$ cat config.mk
export PLATFORM = sky130hd
export DESIGN_NAME = date_day_stepper_core
export DESIGN_NICKNAME = d
export VERILOG_FILES = /design/src/rtl/core/dds_pkg.sv /design/src/rtl/core/dds_year_split.sv /design/src/rtl/core/dds_date_state.sv /design/src/rtl/core/dds_day_count.sv /design/src/rtl/core/date_day_stepper_core.sv
export VERILOG_INCLUDE_DIRS = /design/src /design/src/rtl/core
export SDC_FILE = /design/constraint.sdc
export NUM_CORES = 1
export LEC_CHECK = 0
export BUFFER_PORTS_ARGS = -buffer_cell sky130_fd_sc_hd__buf_2
export CORE_MARGIN = 4
export CORE_UTILIZATION = 61
export DETAILED_ROUTE_END_ITERATION = 10
export MAX_ROUTING_LAYER = met4
export PLACE_DENSITY = 0.78
export SKIP_CTS_REPAIR_TIMING = 1
export SYNTH_ARGS = -nofsm -noshare
export SYNTH_HDL_FRONTEND = slang
export SYNTH_HIERARCHICAL = 1
export SYNTH_SLANG_ARGS = --single-unit
$ cat constraint.sdc
create_clock -name clk -period 7.72 [get_ports clk]
set_input_delay 0.386 -clock clk [delete_from_list [all_inputs] [get_ports clk]]
set_output_delay 0.386 -clock clk [all_outputs]
set_load 0.05 [all_outputs]
$ cat src/rtl/core/assert_macros.svh
// ----------------------------------------------------------------------------
// assert_macros.svh
// Short forms for clocked assertions, reset-gated on arst_n.
// ----------------------------------------------------------------------------
`ifndef ASSERT_MACROS_SVH
`define ASSERT_MACROS_SVH

// plain property, checked at every clock edge out of reset
`define ASSERT_CLK(label, prop, msg) \
	label: assert property (@(posedge clk) disable iff (!arst_n) (prop)) else $error(msg);

// implication from an antecedent to a consequent in the same cycle
`define ASSERT_IMPLIES(label, ante, cons, msg) \
	label: assert property (@(posedge clk) disable iff (!arst_n) (ante) |-> (cons)) else $error(msg);

`endif

$ cat src/rtl/core/dds_pkg.sv
// ----------------------------------------------------------------------------
// dds_pkg
// Types, constants and calendar tables shared by the date stepper modules.
// ----------------------------------------------------------------------------
`timescale 1ns / 1ps
`default_nettype none

package dds_pkg;

	localparam int unsigned DAY_W   = 5;
	localparam int unsigned MONTH_W = 4;
	localparam int unsigned YEAR_W  = 14;
	localparam int unsigned DNUM_W  = 22;
	localparam int unsigned YMOD_W  = 7;   // year mod 100
	localparam int unsigned CENT_W  = 7;   // year / 100 for valid years
	localparam int unsigned QUOT_W  = 8;   // year / 100 for any 14-bit year
	localparam int unsigned DOY_W   = 9;

	// year / 100 as (year * 5243) >> 19, exact for all 14-bit years
	localparam int unsigned DIV100_MUL_W = 13;
	localparam logic [DIV100_MUL_W-1:0] DIV100_MUL = 13'd5243;
	localparam int unsigned DIV100_SHIFT = 19;

	localparam logic [YEAR_W-1:0]  MAX_YEAR          = 14'd9999;
	localparam logic [YEAR_W-1:0]  CUTOVER_YEAR      = 14'd1582;
	localparam logic [MONTH_W-1:0] CUTOVER_MONTH     = 4'd10;
	localparam logic [DAY_W-1:0]   CUTOVER_LAST_OLD  = 5'd4;
	localparam logic [DAY_W-1:0]   CUTOVER_FIRST_NEW = 5'd15;

	localparam logic [DAY_W-1:0]   RESET_DAY   = 5'd1;
	localparam logic [MONTH_W-1:0] RESET_MONTH = 4'd1;
	localparam logic [YEAR_W-1:0]  RESET_YEAR  = 14'd2000;
	localparam logic [YMOD_W-1:0]  RESET_YMOD  = 7'd0;
	localparam logic [CENT_W-1:0]  RESET_CENT  = 7'd20;

	typedef enum logic [1:0] {
		CMD_LOAD = 2'd0,
		CMD_NEXT = 2'd1,
		CMD_PREV = 2'd2
	} cmd_t;

	typedef enum logic [1:0] {
		ST_OK      = 2'd0,
		ST_INVALID = 2'd1,
		ST_LIMIT   = 2'd2
	} status_t;

	typedef struct packed {
		logic [1:0]         command;
		logic [DAY_W-1:0]   day;
		logic [MONTH_W-1:0] month;
		logic [YEAR_W-1:0]  year;
	} cmd_item_t;

	typedef struct packed {
		cmd_item_t          item;
		logic [YMOD_W-1:0]  ymod;
		logic [QUOT_W-1:0]  quot;
	} load_req_t;

	typedef struct packed {
		logic [DAY_W-1:0]   day;
		logic [MONTH_W-1:0] month;
		logic [YEAR_W-1:0]  year;
		logic [YMOD_W-1:0]  ymod;
		logic [CENT_W-1:0]  cent;
		logic               leap;
		status_t            status;
	} date_res_t;

	typedef struct packed {
		logic [DAY_W-1:0]   day;
		logic [MONTH_W-1:0] month;
		logic [YEAR_W-1:0]  year;
		logic [DNUM_W-1:0]  dnum;
		logic               leap;
		status_t            status;
	} out_item_t;

	// leap from year mod 100 and the low bits of the century
	function automatic logic leap_of(input logic [YMOD_W-1:0] ymod, input logic [1:0] cent_lo);
		return (ymod[1:0] == 2'd0) && ((ymod != '0) || (cent_lo == 2'd0));
	endfunction

	function automatic logic [DAY_W-1:0] month_len(input logic [MONTH_W-1:0] month,
			input logic leap);
		logic [DAY_W-1:0] len;
		case (month)
			4'd2:                      len = leap ? 5'd29 : 5'd28;
			4'd4, 4'd6, 4'd9, 4'd11:   len = 5'd30;
			default:                   len = 5'd31;
		endcase
		return len;
	endfunction

	function automatic logic [DOY_W-1:0] days_before(input logic [MONTH_W-1:0] month,
			input logic leap);
		logic [DOY_W-1:0] base;
		case (month)
			4'd2:    base = 9'd31;
			4'd3:    base = 9'd59;
			4'd4:    base = 9'd90;
			4'd5:    base = 9'd120;
			4'd6:    base = 9'd151;
			4'd7:    base = 9'd181;
			4'd8:    base = 9'd212;
			4'd9:    base = 9'd243;
			4'd10:   base = 9'd273;
			4'd11:   base = 9'd304;
			4'd12:   base = 9'd334;
			default: base = 9'd0;
		endcase
		return base + {{(DOY_W-1){1'b0}}, (leap && (month > 4'd2))};
	endfunction

endpackage

`default_nettype wire

$ cat src/rtl/core/dds_year_split.sv
// ----------------------------------------------------------------------------
// dds_year_split
// Input register and split of the offered year into century and year mod 100.
// ----------------------------------------------------------------------------
`timescale 1ns / 1ps
`default_nettype none

module dds_year_split (
	input  wire logic              clk,
	input  wire logic              load_s1,
	input  wire logic              load_s2,
	input  wire dds_pkg::cmd_item_t item,
	output dds_pkg::load_req_t     req_s2
);
	import dds_pkg::*;

	cmd_item_t                        item_s1;
	logic [YEAR_W+DIV100_MUL_W-1:0]  prod;
	logic [QUOT_W-1:0]               quot;
	logic [YMOD_W-1:0]               q100;
	logic [YMOD_W-1:0]               rem;

	always_ff @(posedge clk) begin
		if (load_s1) begin
			item_s1 <= item;
		end
	end

	always_comb begin
		prod = {{DIV100_MUL_W{1'b0}}, item_s1.year} * {{YEAR_W{1'b0}}, DIV100_MUL};
		quot = prod[DIV100_SHIFT +: QUOT_W];
		// only the remainder mod 128 is needed, it is below 100
		q100 = YMOD_W'({quot, 6'b0} + {1'b0, quot, 5'b0} + {4'b0, quot, 2'b0});
		rem  = item_s1.year[YMOD_W-1:0] - q100;
	end

	always_ff @(posedge clk) begin
		if (load_s2) begin
			req_s2.item <= item_s1;
			req_s2.ymod <= rem;
			req_s2.quot <= quot;
		end
	end

endmodule

`default_nettype wire

$ cat src/rtl/core/dds_date_state.sv
// ----------------------------------------------------------------------------
// dds_date_state
// Current date register: load check, next-day and previous-day stepping.
// ----------------------------------------------------------------------------
`timescale 1ns / 1ps
`default_nettype none

module dds_date_state (
	input  wire logic              clk,
	input  wire logic              arst_n,
	input  wire logic              load_s3,
	input  wire dds_pkg::load_req_t req_s2,
	output dds_pkg::date_res_t     res_s3
);
	import dds_pkg::*;

	logic [DAY_W-1:0]   day_q;
	logic [MONTH_W-1:0] month_q;
	logic [YEAR_W-1:0]  year_q;
	logic [YMOD_W-1:0]  ymod_q;
	logic [CENT_W-1:0]  cent_q;

	logic [DAY_W-1:0]   nxt_day;
	logic [MONTH_W-1:0] nxt_month;
	logic [YEAR_W-1:0]  nxt_year;
	logic [YMOD_W-1:0]  nxt_ymod;
	logic [CENT_W-1:0]  nxt_cent;
	status_t            nxt_status;

	logic cur_leap;
	logic ld_leap;
	logic ld_valid;
	logic at_cutover_old;
	logic at_cutover_new;

	assign cur_leap = leap_of(ymod_q, cent_q[1:0]);
	assign ld_leap  = leap_of(req_s2.ymod, req_s2.quot[1:0]);

	assign at_cutover_old = (year_q == CUTOVER_YEAR) && (month_q == CUTOVER_MONTH)
		&& (day_q == CUTOVER_LAST_OLD);
	assign at_cutover_new = (year_q == CUTOVER_YEAR) && (month_q == CUTOVER_MONTH)
		&& (day_q == CUTOVER_FIRST_NEW);

	always_comb begin
		ld_valid = (req_s2.item.year != '0) && (req_s2.item.year <= MAX_YEAR)
			&& (req_s2.item.month >= 4'd1) && (req_s2.item.month <= 4'd12)
			&& (req_s2.item.day != '0)
			&& (req_s2.item.day <= month_len(req_s2.item.month, ld_leap))
			&& !((req_s2.item.year == CUTOVER_YEAR) && (req_s2.item.month == CUTOVER_MONTH)
				&& (req_s2.item.day > CUTOVER_LAST_OLD)
				&& (req_s2.item.day < CUTOVER_FIRST_NEW));
	end

	always_comb begin
		nxt_day    = day_q;
		nxt_month  = month_q;
		nxt_year   = year_q;
		nxt_ymod   = ymod_q;
		nxt_cent   = cent_q;
		nxt_status = ST_OK;
		case (cmd_t'(req_s2.item.command))
			CMD_LOAD: begin
				if (ld_valid) begin
					nxt_day   = req_s2.item.day;
					nxt_month = req_s2.item.month;
					nxt_year  = req_s2.item.year;
					nxt_ymod  = req_s2.ymod;
					nxt_cent  = req_s2.quot[CENT_W-1:0];
				end else begin
					nxt_status = ST_INVALID;
				end
			end
			CMD_NEXT: begin
				if ((year_q == MAX_YEAR) && (month_q == 4'd12) && (day_q == 5'd31)) begin
					nxt_status = ST_LIMIT;
				end else if (at_cutover_old) begin
					nxt_day = CUTOVER_FIRST_NEW;
				end else if (day_q >= month_len(month_q, cur_leap)) begin
					nxt_day = 5'd1;
					if (month_q == 4'd12) begin
						nxt_month = 4'd1;
						nxt_year  = year_q + 14'd1;
						if (ymod_q == 7'd99) begin
							nxt_ymod = '0;
							nxt_cent = cent_q + 7'd1;
						end else begin
							nxt_ymod = ymod_q + 7'd1;
						end
					end else begin
						nxt_month = month_q + 4'd1;
					end
				end else begin
					nxt_day = day_q + 5'd1;
				end
			end
			CMD_PREV: begin
				if ((year_q == 14'd1) && (month_q == 4'd1) && (day_q == 5'd1)) begin
					nxt_status = ST_LIMIT;
				end else if (at_cutover_new) begin
					nxt_day = CUTOVER_LAST_OLD;
				end else if (day_q <= 5'd1) begin
					if (month_q == 4'd1) begin
						// into December of the year before: always 31 days
						nxt_month = 4'd12;
						nxt_day   = 5'd31;
						nxt_year  = year_q - 14'd1;
						if (ymod_q == '0) begin
							nxt_ymod = 7'd99;
							nxt_cent = cent_q - 7'd1;
						end else begin
							nxt_ymod = ymod_q - 7'd1;
						end
					end else begin
						nxt_month = month_q - 4'd1;
						nxt_day   = month_len(month_q - 4'd1, cur_leap);
					end
				end else begin
					nxt_day = day_q - 5'd1;
				end
			end
			default: begin
				nxt_status = ST_OK;
			end
		endcase
	end

	always_ff @(posedge clk or negedge arst_n) begin
		if (!arst_n) begin
			day_q   <= RESET_DAY;
			month_q <= RESET_MONTH;
			year_q  <= RESET_YEAR;
			ymod_q  <= RESET_YMOD;
			cent_q  <= RESET_CENT;
		end else if (load_s3) begin
			day_q   <= nxt_day;
			month_q <= nxt_month;
			year_q  <= nxt_year;
			ymod_q  <= nxt_ymod;
			cent_q  <= nxt_cent;
		end
	end

	always_ff @(posedge clk) begin
		if (load_s3) begin
			res_s3.day    <= nxt_day;
			res_s3.month  <= nxt_month;
			res_s3.year   <= nxt_year;
			res_s3.ymod   <= nxt_ymod;
			res_s3.cent   <= nxt_cent;
			res_s3.leap   <= leap_of(nxt_ymod, nxt_cent[1:0]);
			res_s3.status <= nxt_status;
		end
	end

endmodule

`default_nettype wire

$ cat src/rtl/core/dds_day_count.sv
// ----------------------------------------------------------------------------
// dds_day_count
// Proleptic day number from the reported date, in two register stages.
// ----------------------------------------------------------------------------
`timescale 1ns / 1ps
`default_nettype none

module dds_day_count (
	input  wire logic               clk,
	input  wire logic               load_s4,
	input  wire logic               load_s5,
	input  wire dds_pkg::date_res_t  res_s3,
	output dds_pkg::out_item_t      out_s5
);
	import dds_pkg::*;

	date_res_t          res_s4;
	logic [DNUM_W-1:0]  yterm_s4;
	logic [DNUM_W-1:0]  rest_s4;

	logic [YEAR_W-1:0]  yb;
	logic [CENT_W-1:0]  ybc;
	logic [DNUM_W-1:0]  yterm;
	logic [DNUM_W-1:0]  rest;

	always_comb begin
		yb  = res_s3.year - 14'd1;
		// (year-1)/100: one less than the century when year is a multiple of 100
		ybc = (res_s3.ymod == '0) ? (res_s3.cent - 7'd1) : res_s3.cent;
		yterm = DNUM_W'({{(DNUM_W-YEAR_W){1'b0}}, yb} * 22'd365)
			+ {{(DNUM_W-YEAR_W+2){1'b0}}, yb[YEAR_W-1:2]};
		// may wrap below zero here; the final sum is never negative
		rest = {{(DNUM_W-DOY_W){1'b0}}, days_before(res_s3.month, res_s3.leap)}
			+ {{(DNUM_W-DAY_W){1'b0}}, res_s3.day} - 22'd1
			+ {{(DNUM_W-CENT_W+2){1'b0}}, ybc[CENT_W-1:2]}
			- {{(DNUM_W-CENT_W){1'b0}}, ybc};
	end

	always_ff @(posedge clk) begin
		if (load_s4) begin
			res_s4   <= res_s3;
			yterm_s4 <= yterm;
			rest_s4  <= rest;
		end
	end

	always_ff @(posedge clk) begin
		if (load_s5) begin
			out_s5.day    <= res_s4.day;
			out_s5.month  <= res_s4.month;
			out_s5.year   <= res_s4.year;
			out_s5.dnum   <= yterm_s4 + rest_s4;
			out_s5.leap   <= res_s4.leap;
			out_s5.status <= res_s4.status;
		end
	end

endmodule

`default_nettype wire

$ cat src/rtl/core/date_day_stepper_core.sv
// ----------------------------------------------------------------------------
// date_day_stepper_core
// Gregorian date register with load, next-day and previous-day commands.
//
//   port group   dir  tdata fields (low bit up)            tuser
//   s_axis       in   day_in, month_in, year_in            command
//   m_axis       out  day_out, month_out, year_out,        status
//                     day_number, is_leap
//
// One item per cycle while m_axis is not stalled; a result passes stages s1
// (input), s2 (year split), s3 (date), s4 and s5 (day number). The date register
// loop is combinational; the year split and day-number sum are pipelined round it.
// Reset: date 1 January 2000, pipeline empty.
// A stalled m_axis holds the pipe; s_axis_tready drops only once all five
// stages hold items.
// ----------------------------------------------------------------------------
`timescale 1ns / 1ps
`default_nettype none
`include "assert_macros.svh"

module date_day_stepper_core (
	input  wire logic        clk,
	input  wire logic        arst_n,
	input  wire logic        s_axis_tvalid,
	output logic             s_axis_tready,
	input  wire logic [23:0] s_axis_tdata,   // day_in[4:0], month_in[8:5], year_in[22:9]
	input  wire logic [1:0]  s_axis_tuser,   // command[1:0]
	output logic             m_axis_tvalid,
	input  wire logic        m_axis_tready,
	output logic [47:0]      m_axis_tdata,   // day_out[4:0], month_out[8:5], year_out[22:9],
	                                         // day_number[44:23], is_leap[45]
	output logic [1:0]       m_axis_tuser    // status[1:0]
);
	import dds_pkg::*;

	localparam int unsigned NSTAGE = 5;

	logic [NSTAGE:1]   vld_q;
	logic [NSTAGE:1]   feed;
	logic [NSTAGE+1:1] rdy;
	logic [NSTAGE:1]   load;

	cmd_item_t  item;
	load_req_t  req_s2;
	date_res_t  res_s3;
	out_item_t  out_s5;

	assign feed = {vld_q[NSTAGE-1:1], s_axis_tvalid};

	always_comb begin
		rdy[NSTAGE+1] = m_axis_tready;
		for (int k = NSTAGE; k >= 1; k--) begin
			rdy[k] = !vld_q[k] || rdy[k+1];
		end
	end

	assign load = feed & rdy[NSTAGE:1];

	always_ff @(posedge clk or negedge arst_n) begin
		if (!arst_n) begin
			vld_q <= '0;
		end else begin
			for (int k = 1; k <= NSTAGE; k++) begin
				if (rdy[k]) begin
					vld_q[k] <= feed[k];
				end
			end
		end
	end

	assign item.command = s_axis_tuser;
	assign item.day     = s_axis_tdata[4:0];
	assign item.month   = s_axis_tdata[8:5];
	assign item.year    = s_axis_tdata[22:9];

	dds_year_split u_split (
		.clk     (clk),
		.load_s1 (load[1]),
		.load_s2 (load[2]),
		.item    (item),
		.req_s2  (req_s2)
	);

	dds_date_state u_state (
		.clk     (clk),
		.arst_n  (arst_n),
		.load_s3 (load[3]),
		.req_s2  (req_s2),
		.res_s3  (res_s3)
	);

	dds_day_count u_count (
		.clk     (clk),
		.load_s4 (load[4]),
		.load_s5 (load[5]),
		.res_s3  (res_s3),
		.out_s5  (out_s5)
	);

	assign s_axis_tready = rdy[1];
	assign m_axis_tvalid = vld_q[NSTAGE];
	assign m_axis_tdata  = {2'b00, out_s5.leap, out_s5.dnum, out_s5.year,
		out_s5.month, out_s5.day};
	assign m_axis_tuser  = out_s5.status;

	`ASSERT_IMPLIES(a_ready_when_out_empty, !m_axis_tvalid, s_axis_tready, "input stalled with empty output")

	`ASSERT_IMPLIES(a_date_in_range, m_axis_tvalid, (m_axis_tdata[4:0] != 5'd0) && (m_axis_tdata[8:5] != 4'd0) && (m_axis_tdata[8:5] <= 4'd12) && (m_axis_tdata[22:9] != 14'd0), "reported date out of range")

	`ASSERT_IMPLIES(a_limit_at_edge, m_axis_tvalid && (m_axis_tuser == ST_LIMIT), ((m_axis_tdata[22:9] == 14'd1) && (m_axis_tdata[8:5] == 4'd1) && (m_axis_tdata[4:0] == 5'd1)) || ((m_axis_tdata[22:9] == MAX_YEAR) && (m_axis_tdata[8:5] == 4'd12) && (m_axis_tdata[4:0] == 5'd31)), "limit status away from range edge")

	`ASSERT_IMPLIES(a_leap_needs_div4, m_axis_tvalid && (m_axis_tdata[10:9] != 2'd0), !m_axis_tdata[45], "leap flag on year not divisible by four")

endmodule

`default_nettype wire
# Word level (Yosys, flattened, before mapping)
# Memories as Yosys holds them, arrays and structs flattened. A register that Yosys moved wholly into a read port is not among the register bits.
# Index checks and enable logic that the tools add are counted.
dict set report totals {
  register_bits 264
  mem_bits_ro 144
  input_bits 30
  out_inout_bits 52
  elab_cells 223
  n_memories 1
}
# memory depth width read_ports rd_clocked_by_memory_dff wr line_no
set memory_table {}
lappend memory_table {{(no name shown)} 16 9 1 1 0 dds_pkg.sv:99} ;# case (month)
dict set report classes {
  add_sub_neg 22
  n_mul 2
  order_cmp 9
  eq_ne 30
  mux 67
  n_bitwise 1
  reduce_logical 51
}
# cell n
set op_table {}
lappend op_table {{$mux 7} 23}
lappend op_table {{$mux 14} 9}
lappend op_table {{$mux 5} 11}
lappend op_table {{$pmux 14 s3} 1}
lappend op_table {{$pmux 7 s3} 2}
lappend op_table {{$mux 4} 10}
lappend op_table {{$eq 4x4->1 const B} 9}
lappend op_table {{$pmux 5 s2} 3}
lappend op_table {{$eq 14x11->1 const B} 2}
lappend op_table {{$sub 14x1->14 const B} 2}
lappend op_table {{$mul 14x13->26 const B} 1}
lappend op_table {{$eq 4x3->1 const B} 6}
lappend op_table {{$add 22x12->22} 1}
lappend op_table {{$add 22x22->22} 1}
lappend op_table {{$add 22x5->22} 1}
lappend op_table {{$mul 14x9->22 const B} 1}
lappend op_table {{$sub 22x1->22 const B} 1}
lappend op_table {{$sub 22x7->22} 1}
lappend op_table {{$reduce_bool 7->1} 3}
lappend op_table {{$sub 7x1->7 const B} 3}
lappend op_table {{$logic_and 1x1->1} 20}
lappend op_table {{$pmux 5 s3} 1}
lappend op_table {{$add 14x1->14 const B} 1}
lappend op_table {{$add 7x1->7 const B} 2}
lappend op_table {{other kinds (40)} 67}

# Depth between registers and ports, before layout
dict set report logic_depth {
  ltp_word 16
  ltp_mapped 27
  mapped_depth_nobuf 27
}

# Cells and area by module
# Netlist, hierarchy kept.
# module n_inst cells_per_inst area_per_inst_um2
set by_module_without_submodules {}
lappend by_module_without_submodules {dds_day_count 1 839 9004.9}
lappend by_module_without_submodules {dds_date_state 1 806 6621.4}
lappend by_module_without_submodules {dds_year_split 1 417 5390.2}
lappend by_module_without_submodules {date_day_stepper_core 1 24 256.5}

# Least setup slack after synthesis
# OpenSTA, ideal clock, no wires.
dict set report synth_path {
  path_type {register to register}
  start {reg u_split/item_s1[11] (netlist bit)}
  end {reg, netlist name u_split/req_s2[14]}
  setup_time_ps 268
  arrival_ps 6023
  required_ps 7452
  path_slack_ps 1429
  stages_incl_launch_ff 26
  synth_period_minus_slack_ps 6291
  path_cell_list {edfxtp_1 > ha_1 > fa_1 > fa_1 > fa_1 > inv_1 > fa_1 > inv_1 > ha_1 > a211oi_2 > o21ai_0 > o211ai_1 > a31oi_1 > or2_1 > a221o_2 > a21oi_1 > xnor2_1 > ha_1 > inv_1 > ha_1 > o21a_1 > o21a_1 > nor2_1 > xnor2_1 > xnor2_1 > xnor3_1}
}
# element line_no
set synth_rtl {}
lappend synth_rtl {{from (decl)} dds_year_split.sv:17} ;# cmd_item_t item_s1;
lappend synth_rtl {{from (signal assigned)} dds_year_split.sv:25} ;# item_s1 <= item;
lappend synth_rtl {{$mul 14x13->26} dds_year_split.sv:30} ;# prod = {{DIV100_MUL_W{1'b0}}, item_s1.year} * {{YEAR_W{1'b0}}, DIV100_MUL};
lappend synth_rtl {{net u_split.prod[21]} dds_year_split.sv:18} ;# logic [YEAR_W+DIV100_MUL_W-1:0] prod;
lappend synth_rtl {{$add 7x7->7} dds_year_split.sv:33} ;# q100 = YMOD_W'({quot, 6'b0} + {1'b0, quot, 5'b0} + {4'b0, quot, 2'b0});
lappend synth_rtl {{$sub 7x7->7} dds_year_split.sv:34} ;# rem = item_s1.year[YMOD_W-1:0] - q100;
lappend synth_rtl {{net u_split.rem[6]} dds_year_split.sv:21} ;# logic [YMOD_W-1:0] rem;
# The timed path passes the listed nets, and every way through them passes these cells.
# A chain may end at the register's enable or synchronous reset.

# Final worst setup path
dict set report layout_path {
  start {reg u_split/item_s1[6] (netlist bit)}
  end {reg, netlist name u_split/req_s2[14]}
}
# element line_no
set layout_rtl {}
lappend layout_rtl {{$mul 14x13->26} dds_year_split.sv:30}
lappend layout_rtl {{net u_split.prod[21]} dds_year_split.sv:18}
lappend layout_rtl {{$add 7x7->7} dds_year_split.sv:33}
lappend layout_rtl {{$sub 7x7->7} dds_year_split.sv:34}
lappend layout_rtl {{net u_split.rem[6]} dds_year_split.sv:21}
# The timed path passes the listed nets, and every way through them passes these cells.

==> impl_metrics.yaml <==
cts:
  worstSkewPairLatency_ns: 0.55
  cts_buffers: 27
  htreeDepth: 1
  cts_tree: "done"
  clk_pin_slew_worst_paths_ns: 0.07
  cts.sinks: 253
  root_buffer: "clkbuf_16"
  clock_path_buffers: 3
global_route:
  grt_pass1_wl_um: 83300
  grt_usage_pct: 27.7
  grt_pass1_vias: 15800
  gr-total-overflow: 0
  antenna_found_initial: 0
  grt_max_degree: 62
floorplanning:
  die_h_um: 195
  dieWidth_um: 195
  rows: 68
  num_io_pins: 82
  dieArea_um2: 37800
  core_um2: 34500
  start_util_pct: 61.6
drt:
  wl_um: 52200
  drc_errors: 0
  antenna_left: 0
  vias: 16100
  vias_per_cell: 6.15
  wl_per_cell_um: 19.9
  drt_pass1_iterations: 8
  drt-initial-drc-count: 1554
sta:
  rsz0062_at_grt: "false"
  fin_setup_tns_ns: 0
  clock_skew_ns: 0.0328
  hold_ws_ns: 0.0226
  max_freq_mhz: 145
  final-hold-violation-count: 0
  tightest_slew_ns: 1.21
  period_minus_slack_ns: 6.91
  setup_viol_count_final: 0
  min_period_over_period_pct: 89.5
  relSlewSlack_pct: 19.0
  slew_violations: 0
layout:
  areaGrowthSynthToFinish_pct: 8.49
  post-route-util_pct: 66.8
  drive_gt1_share_pct: 9.82
  diodes: 0
  fin_nets: 2552
setup_path:
  critPathCaptureType: "flop"
  worst-setup-path-type: "reg -> reg"
  worst_ep_required_time_ns: 8.01
  critPathArrivalTime_ns: 7.20
  startpoint_type: "flop"
  critPathMaxFanout: 6
synth:
  synthesis.area_um2: 21200
  yosys_warnings: 6
  syn_area_per_cell_um2: 10.2
  syn_inst: 2082
place:
  routabilityCongestion: 0.992
  hpwl_um: 39600
  io_buffer_count: 78
worst_hold_path:
  hold_class: "in -> reg"
outcome:
  outcome: "complete, no violations"
run:
  cap_violations: 0
## registers in the layout (all words and copies together) (netlist names)
register and cells:
u_state/year_q 14, vld_q 5, u_split/item_s1 25, u_count/yterm_s4 22, u_count/res_s4 26, u_count/rest_s4 13
u_state/ymod_q 7, u_state/day_q 5, u_state/month_q 4, u_count/out_s5 48, u_state/res_s3 40, u_split/req_s2 37
u_state/cent_q 7
## critical path, stage by stage, from the launching register on
cell	delay, ns
edfxtp_1	0.61
inv_1	0.21
fa_1	0.54
inv_1	0.04
ha_1	0.19
fa_1	0.46
fa_1	0.54
inv_1	0.05
fa_1	0.47
inv_1	0.04
ha_1	0.34
a211oi_2	0.18
o21ai_0	0.11
o211ai_1	0.13
a31oi_1	0.12
or2_1	0.25
a221o_2	0.38
a21oi_1	0.20
xnor2_1	0.20
ha_1	0.29
inv_1	0.06
ha_1	0.25
o21a_1	0.14
o21a_1	0.19
nor2_1	0.13
xnor2_1	0.15
xnor2_1	0.17
xnor3_1	0.23
## worst paths after layout
path                                    start  slack [ns]  cells after the start                  to
max                        u_split/item_s1[6]        0.81                     27  u_split/req_s2[14]
min in group asynchronous              arst_n        0.52                      3    u_state/day_q[1]
max in group asynchronous              arst_n        6.72                      3            vld_q[5]
min reg2reg                u_count/res_s4[21]        0.42                      0  u_count/out_s5[29]
max reg2reg                u_split/item_s1[6]        0.81                     27  u_split/req_s2[14]
min                          s_axis_tdata[10]        0.02                      1  u_split/item_s1[1]
## metal layers
layer | part of all wire, % | global-route usage, % | vias to the layer above | wire length (um)
met1 | 40 | 35.8 | 7788 | 20900
met5 | 0 | - | - | 0
met2 | 49 | 46.1 | 720 | 25800
met3 | 7.9 | 4.37 | 121 | 4140
met4 | 2.6 | 7.34 | 0 | 1360
li1 | - | - | 7509 | -
## placed cells by master, fill, tap and decap left out, drive strengths merged, types with 8 or more instances in the layout
cell and instances:
xnor2 78, dfstp 10, o22ai 8, mux2 15, o211ai 15, o21bai 11, or2 8, buf 95
nand3 40, nor2b 14, nand2 83, a221oi 10, nand2b 10, nand4 41, ha 252, edfxtp 211
o31ai 14, o21ai 87, a31oi 18, and3 15, clkinv 10, dlygate4sd3 12, nor4 21, nor2 137
dfrtp 32, inv 331, or3 11, clkbuf 36, xor2 28, nor3 63, a21oi 122, or4 10
fa 121, and2 10, a211oi 15, a21o 32, o21a 15
## stage by stage
stage / std cells / setup slack (ns) / instance area, um2
floorplan: 2083 / 1.43 / 21200
global placement: 2563 / 1.01 / 22000
detailed placement: 2563 / 0.844 / 22000
CTS: 2613 / 0.817 / 22900
global route: 2625 / 0.508 / 23000
finish: 2625 / 0.810 / 23000
## cell type report
| type | count | area (um2) |
|---|---|---|
| clock buffer | 36 | 769 |
| clock inverter | 14 | 104 |
| fill | 2735 | 11400 |
| inverter | 329 | 1230 |
| multi-input combinational | 1431 | 12300 |
| sequential | 253 | 7400 |
| tap | 455 | 569 |
| timing repair buffer | 107 | 638 |
Power is not shown: default switching activity piles up to over one toggle a cycle in this logic, so the estimate is an artifact.
